File: src/sv/tdpt_pkg.sv
package tdpt_pkg;

    // Width of the candidate and echo fields on the ports.
    localparam int DATA_WIDTH = 32;

    // Defaults of the top-level parameters.
    localparam int VALUE_WIDTH_DEF = 32;
    localparam longint unsigned TABLE_DEPTH_DEF = 64'd65536;

    // Commands from the controller to the datapath.
    typedef struct packed {
        logic fill_step;
        logic sv_init;
        logic p_next;
        logic mark_init;
        logic mark_step;
        logic rd_sel_p;
        logic load_in;
        logic j_inc;
        logic div_start;
        logic div_step;
        logic res_load;
        logic res_bit;
        logic load_out;
    } cmd_t;

    // Status from the datapath to the controller.
    typedef struct packed {
        logic fill_last;
        logic sq_done;
        logic m_done;
        logic flag;
        logic j_beyond;
        logic v_small;
        logic div_last;
        logic bound_over;
        logic rem_zero;
        logic slot_free;
    } status_t;

endpackage

File: src/sv/tdpt_ctrl.sv
module tdpt_ctrl (
    input  logic              clk,
    input  logic              rst_n,
    input  logic              in_valid,
    output logic              in_ready,
    input  tdpt_pkg::status_t sts,
    output tdpt_pkg::cmd_t    cmd
);

    typedef enum logic [3:0] {
        ST_FILL,
        ST_SV_LOOK,
        ST_SV_TEST,
        ST_SV_MARK,
        ST_IDLE,
        ST_T_LOOK,
        ST_T_TEST,
        ST_T_DIV,
        ST_T_CHECK,
        ST_DONE
    } state_t;

    state_t state_reg;
    state_t state_next;
    logic   in_ready_reg;
    logic   in_ready_next;

    always_comb
    begin
        cmd           = '0;
        state_next    = state_reg;
        in_ready_next = in_ready_reg;
        unique case (state_reg)
            ST_FILL:
            begin
                cmd.fill_step = 1'b1;
                if (sts.fill_last)
                begin
                    cmd.sv_init = 1'b1;
                    state_next  = ST_SV_LOOK;
                end
            end
            ST_SV_LOOK:
            begin
                cmd.rd_sel_p = 1'b1;
                state_next   = ST_SV_TEST;
            end
            ST_SV_TEST:
            begin
                priority if (sts.sq_done)
                begin
                    state_next    = ST_IDLE;
                    in_ready_next = 1'b1;
                end
                else if (sts.flag)
                begin
                    cmd.mark_init = 1'b1;
                    state_next    = ST_SV_MARK;
                end
                else
                begin
                    cmd.p_next = 1'b1;
                    state_next = ST_SV_LOOK;
                end
            end
            ST_SV_MARK:
            begin
                if (sts.m_done)
                begin
                    cmd.p_next = 1'b1;
                    state_next = ST_SV_LOOK;
                end
                else
                begin
                    cmd.mark_step = 1'b1;
                end
            end
            ST_IDLE:
            begin
                if (in_valid && in_ready_reg)
                begin
                    cmd.load_in   = 1'b1;
                    in_ready_next = 1'b0;
                    state_next    = ST_T_LOOK;
                end
            end
            ST_T_LOOK:
            begin
                if (sts.v_small)
                begin
                    cmd.res_load = 1'b1;
                    cmd.res_bit  = 1'b0;
                    state_next   = ST_DONE;
                end
                else
                begin
                    state_next = ST_T_TEST;
                end
            end
            ST_T_TEST:
            begin
                if (sts.j_beyond || sts.flag)
                begin
                    cmd.div_start = 1'b1;
                    state_next    = ST_T_DIV;
                end
                else
                begin
                    cmd.j_inc  = 1'b1;
                    state_next = ST_T_LOOK;
                end
            end
            ST_T_DIV:
            begin
                cmd.div_step = 1'b1;
                if (sts.div_last)
                begin
                    state_next = ST_T_CHECK;
                end
            end
            ST_T_CHECK:
            begin
                priority if (sts.bound_over)
                begin
                    cmd.res_load = 1'b1;
                    cmd.res_bit  = 1'b1;
                    state_next   = ST_DONE;
                end
                else if (sts.rem_zero)
                begin
                    cmd.res_load = 1'b1;
                    cmd.res_bit  = 1'b0;
                    state_next   = ST_DONE;
                end
                else
                begin
                    cmd.j_inc  = 1'b1;
                    state_next = ST_T_LOOK;
                end
            end
            ST_DONE:
            begin
                if (sts.slot_free)
                begin
                    cmd.load_out  = 1'b1;
                    in_ready_next = 1'b1;
                    state_next    = ST_IDLE;
                end
            end
            default:
            begin
                state_next    = ST_FILL;
                in_ready_next = 1'b0;
            end
        endcase
    end

    always_ff @(posedge clk or negedge rst_n)
    begin
        if (!rst_n)
        begin
            state_reg    <= ST_FILL;
            in_ready_reg <= 1'b0;
        end
        else
        begin
            state_reg    <= state_next;
            in_ready_reg <= in_ready_next;
        end
    end

    assign in_ready = in_ready_reg;

endmodule

File: config.mk
export PLATFORM = sky130hd
export DESIGN_NAME = tdpt_ctrl
export DESIGN_NICKNAME = d
export VERILOG_FILES = /design/src/sv/tdpt_pkg.sv /design/src/sv/tdpt_ctrl.sv
export SDC_FILE = /design/constraint.sdc
export NUM_CORES = 1
export LEC_CHECK = 0
export ABC_AREA = 1
export BUFFER_PORTS_ARGS = -buffer_cell sky130_fd_sc_hd__buf_2
export CAP_MARGIN = 10
export CORE_AREA = 2 2 39 41
export CTS_CLUSTER_DIAMETER = 30
export DETAILED_ROUTE_END_ITERATION = 10
export DIE_AREA = 0 0 41 43
export GPL_TIMING_DRIVEN = 0
export PLACE_DENSITY = 0.81
export SYNTH_ARGS = -nofsm -noshare
export SYNTH_HDL_FRONTEND = slang
export SYNTH_SLANG_ARGS = --single-unit
File: constraint.sdc
create_clock -name clk -period 1.8 [get_ports clk]
set_clock_uncertainty 0.1 [all_clocks]
set_input_delay 0.09 -clock clk [delete_from_list [all_inputs] [get_ports clk]]
set_output_delay 0.09 -clock clk [all_outputs]
set_load 0.05 [all_outputs]
==> results of run 1 <==
timing repair:
| item | in CTS | in global routing |
|---|---|---|
| endpoints found under the hold margin | 5 | 0 |
| resized for setup | 3 | 13 |
| pin swaps | 0 | 2 |
| setup endpoints to repair | 2 | 5 |
| gates cloned | 0 | 0 |
| hold buffers | 1 | 0 |
| buffers inserted | 0 | 3 |
how the worst min path moves through the flow:
stage                      start      endpoint  slack [ns]
after floorplan            rst_n      in_ready       -0.31
after global placement     rst_n  state_reg[2]       -0.20
after detailed placement   rst_n  state_reg[2]       -0.19
after CTS                 sts[0]  state_reg[3]        0.05
after global routing       rst_n  state_reg[2]        0.09
final                      rst_n  state_reg[2]        0.09
report_power, final:
part / total (mW) / leakage (nW) / internal [mW] / switching, mW
clock: 0.127 / 0.0150 / 0.0837 / 0.0437
combinational: 1.05 / 0.409 / 0.306 / 0.746
sequential: 0.226 / 0.0605 / 0.166 / 0.0595
total: 1.40 / 0.485 / 0.556 / 0.849
logic make-up after synthesis:
group,Yosys count,share of synthesized area (%)
simple gates,63,53.3
flops,5,23.7
buf+inv,17,12.8
compound gates,9,10.2
synthesized netlist by cell type:
cell	number
and3_1	1
nand3b_1	1
dfrtp_1	5
o211ai_1	1
inv_1	14
nor3_2	1
o21ai_0	3
nand3_1	7
o32ai_1	1
nor2_2	5
nor2_1	13
nand4_1	4
o31ai_1	1
buf_4	1
nand2_1	30
nor3_1	1
o21ai_1	1
a21oi_1	2
inv_2	2
layer usage:
layer  wire [um]  track usage, %
met5           0               0
met1         744            26.7
met3         120            4.71
met4           0            2.00
met2         795            28.7
critical path, cell delays in order, from the launching register on:
cell     delay [ns]
dfrtp_1        0.35
buf_4          0.17
inv_1          0.12
nand2_1        0.11
nor2_2         0.15
o21ai_0        0.10
nand2_1        0.13
buf_6          0.18
area by class of cell:
| class | instances | area [um^2] | area share, % |
|---|---|---|---|
| multi-input cells | 72 | 383 | 47.7 |
| repair buffers | 30 | 178 | 22.1 |
| flip-flops and latches | 5 | 129 | 16.0 |
| inverters | 16 | 60.1 | 7.48 |
| clock buffers | 4 | 26.3 | 3.27 |
| well taps | 16 | 20.0 | 2.49 |
| plain buffers | 1 | 7.51 | 0.935 |
through the flow:
| step | power (mW) | TNS, ns |
|---|---|---|
| 3_5_place_dp | 1.17 | 0 |
| 6_report | 1.40 | 0 |
| 3_3_place_gp | 1.15 | 0 |
| 5_1_grt | 1.52 | -0.0359 |
| 2_1_floorplan | 0.963 | 0 |
| 4_1_cts | 1.31 | 0 |
==> results.cfg, run 1 <==
[outcome]
status = complete, no violations

[clock_tree]
htreeDepth = 1
clk_latency_ns = 0.24
cts_tree = done
clk_pin_slew_ns = 0.04
clock_sink_count = 5
numCtsBuffers = 3
ctsLongestPathBuffers = 2
cts_root_buf = clkbuf_4

[worst_setup_path]
crit_path_start = state_reg[0]
reg2reg_depth = 8
r2r-start = state_reg[3]
worstSetupStartpointType = flop
endpoint = cmd[2]
cp.required_ns = 1.61
r2r_slack_ns = 0.24
arrival_ns = 1.55
critical_path.max_fanout = 10
critPathKind = flop to output port
r2r-end = state_reg[2]
cp-end-kind = output port

[synth]
yosysTopAreaCellShare_pct = 23.7
ys_ff_latch = 5
synthDistinctLibCells = 19
yosysSeqAreaShare_pct = 23.7
yosys_warnings = 0
synth.avg_cell_area_um2 = 5.62
synth.net_count = 107
syn_inst = 94
synth_area_leaders = dfrtp_1 (24%), nand2_1 (21%), inv_1 (10%)
yosys.area.top_type = dfrtp_1
synthesis.area_um2 = 528

[finish]
layout_commonest_cell = nand2_1
final_nets = 142
utilization_pct = 58.0
design_area_um2 = 803
layout.cells.non_filler = 144
nFillCells = 142
final_cell_mix = nand2_1 (29), buf_2 (23), nor2_1 (12), inv_1 (12), nand3_1 (7)
drive_gt1_share_pct = 39.8
area_delta_synth_final_pct = 52.1
n_antenna_cell = 0
largest_reg_flops = 4

[detailed_routing]
vias = 731
viasPerCell = 5.08
drc = 0
dr.pass1.iters = 4
ant_nets = 0
avgRoutedWirePerCell_um = 11.5
drtIter0Drc = 17
drt_wl_total_mm = 1.66

[timing]
layout_setup_ws_ns = 0.0615
fmax_mhz = 575
slew_violations = 0
worst_hold_slack_ns = 0.0895
period_share_pct = 96.6
worst_pin_slew_ns = 0.256
finalCriticalPeriod_ns = 1.74
finalSetupViolations = 0
finalHoldViolations = 0
relSlewSlack_pct = 83.0

[floorplan]
die_h_um = 43
die_x_um = 41
num_rows = 14
pin_count = 27
die_area_um2 = 1760
core_region_area_um2 = 1380
start_util_pct = 38.2

[placement]
dpl.hpwl_mm = 1.20
placed_area_um2 = 696
placed_cells = 136
pre_cts_ws_ns = 0.209
place_congestion = 0.848
io_buffers = 26

[grt]
grt_antenna_before_repair = 0
grt_pass1_wl_mm = 2.34
grt_pass1_vias = 601
grt_max_degree = 11
grtUsageTotal_pct = 18.8
grt-ovfl-total = 0

[min_path]
hold_path_class = primary input to asynchronous set/reset pin

[power]
leakagePower_nw = 0.485
irDropWorstVdd_v = 0.000840
power_density_nw_per_um2 = 1750

[job]
maxCapViolCount = 0
Note: power is estimated with default switching activity, not from simulation.
==> run 2, diff against run 1 <==
- PLACE_DENSITY: 0.81 -> 0.7
==> run 2 against run 1 <==
Largest cell class unchanged. Maximum frequency grew 1.4%. First-iteration DRC count grew 71%. Non-clock buffer count shrank 1. Highest routed layer is now met4. Sequential share of layout area grew 0.18 points. Sequential power is essentially flat. Via count shrank 4.9%. Utilization shrank 0.63 points.
==> results.cfg, run 2 (synthesis results as in run 1) <==
[power]
leakagePower_nw = 0.477
irDropWorstVdd_v = 0.00108
power_density_nw_per_um2 = 1750

[placement]
io_buffers = 26
place_congestion = 0.839
pre_cts_ws_ns = 0.226
placed_cells = 136
dpl.hpwl_mm = 1.17

[timing]
finalHoldViolations = 0
layout_setup_ws_ns = 0.0855
relSlewSlack_pct = 83.1
worst_hold_slack_ns = 0.0508
finalCriticalPeriod_ns = 1.71
finalSetupViolations = 0
slew_violations = 0
period_share_pct = 95.2
worst_pin_slew_ns = 0.253
fmax_mhz = 583

[finish]
final_nets = 141
drive_gt1_share_pct = 40.2
layout.cells.non_filler = 143
utilization_pct = 57.4
layout_commonest_cell = nand2_1
final_cell_mix = nand2_1 (29), buf_2 (21), inv_1 (12), nor2_1 (11), nand3_1 (7)
n_antenna_cell = 0
largest_reg_flops = 4
area_delta_synth_final_pct = 50.5

[min_path]
hold_path.startpoint = sts[5]
hold_path_class = primary input to flop
min_to = state_reg[1]
hold_depth = 3

[clock_tree]
clock_sink_count = 5
clk_latency_ns = 0.24
cts_tree = done
htreeDepth = 1
cts_root_buf = clkbuf_4
clk_pin_slew_ns = 0.04
numCtsBuffers = 3
ctsLongestPathBuffers = 2

[floorplan]
start_util_pct = 38.2
die_x_um = 41
die_h_um = 43
die_area_um2 = 1760
core_region_area_um2 = 1380
pin_count = 27
num_rows = 14

[grt]
grt_max_degree = 11
grt-ovfl-total = 0
grt_pass1_vias = 587
grtUsageTotal_pct = 19.6
grt_pass1_wl_mm = 2.33
grt_antenna_before_repair = 0

[worst_setup_path]
arrival_ns = 1.52
r2r-start = state_reg[0]
worstSetupStartpointType = flop
reg2reg_depth = 9
r2r_slack_ns = 0.28
cp.required_ns = 1.61
r2r-end = state_reg[3]
cp-end-kind = output port
critical_path.max_fanout = 6
critPathKind = flop to output port

[detailed_routing]
vias = 695
viasPerCell = 4.86
drt_wl_total_mm = 1.61
drtIter0Drc = 29
dr.pass1.iters = 4
drc = 0
avgRoutedWirePerCell_um = 11.2
ant_nets = 0

[job]
maxCapViolCount = 0

[outcome]
status = complete, no violations
## run 2: metal layers
layer  wire length (um)  track usage [%]  vias to the layer above
li1                   -                -                      370
met1                651             23.9                      296
met2                838             30.0                       27
met3                 97             8.38                        2
met4                 17             6.00                        0
met5                  0                0                        -
## run 2: repair_timing
item                       in CTS  in global routing
cloned                          0                  0
setup endpoints to repair       2                  5
pin swaps                       0                  3
buffers inserted                0                  2
resized for setup               2                 17
hold buffers                    1                  0
hold endpoints to repair        5                  0
## run 2: where the power goes
part | internal [mW] | total, mW | switching, mW
clock | 0.0838 | 0.130 | 0.0460
sequential | 0.166 | 0.228 | 0.0621
combinational | 0.299 | 1.04 | 0.737
total | 0.548 | 1.39 | 0.845
## run 2: final cells by class
| type | count | area [um^2] |
|---|---|---|
| well taps | 16 | 20.0 |
| flip-flops and latches | 5 | 129 |
| plain buffers | 1 | 7.51 |
| inverters | 16 | 60.1 |
| fillers | 160 | 589 |
| multi-input cells | 72 | 377 |
| clock buffers | 4 | 26.3 |
| repair buffers | 29 | 175 |
## run 2: critical path, cell delays in order (launching register included)
cell,delay [ns]
dfrtp_2,0.44
inv_2,0.09
nand2_4,0.08
nor3_4,0.21
inv_1,0.07
o31ai_2,0.20
buf_6,0.19
## run 2: worst max path at each step
stage                     slack, ns  cells after the start    startpoint      to
after detailed placement       0.23                      6  state_reg[3]  cmd[5]
after floorplan                0.04                      5  state_reg[3]  cmd[5]
final                          0.09                      6  state_reg[3]  cmd[5]
after CTS                      0.01                      7  state_reg[0]  cmd[2]
after global placement         0.22                      7  state_reg[0]  cmd[2]
after global routing          -0.04                      7  state_reg[0]  cmd[2]
## run 2: metrics by stage
stage | area (um^2) | setup TNS [ns] | power (mW)
floorplan | 546 | 0 | 0.963
CTS | 737 | 0 | 1.31
global placement | 696 | 0 | 1.15
finish | 795 | 0 | 1.39
detailed placement | 696 | 0 | 1.16
global route | 795 | -0.0801 | 1.52
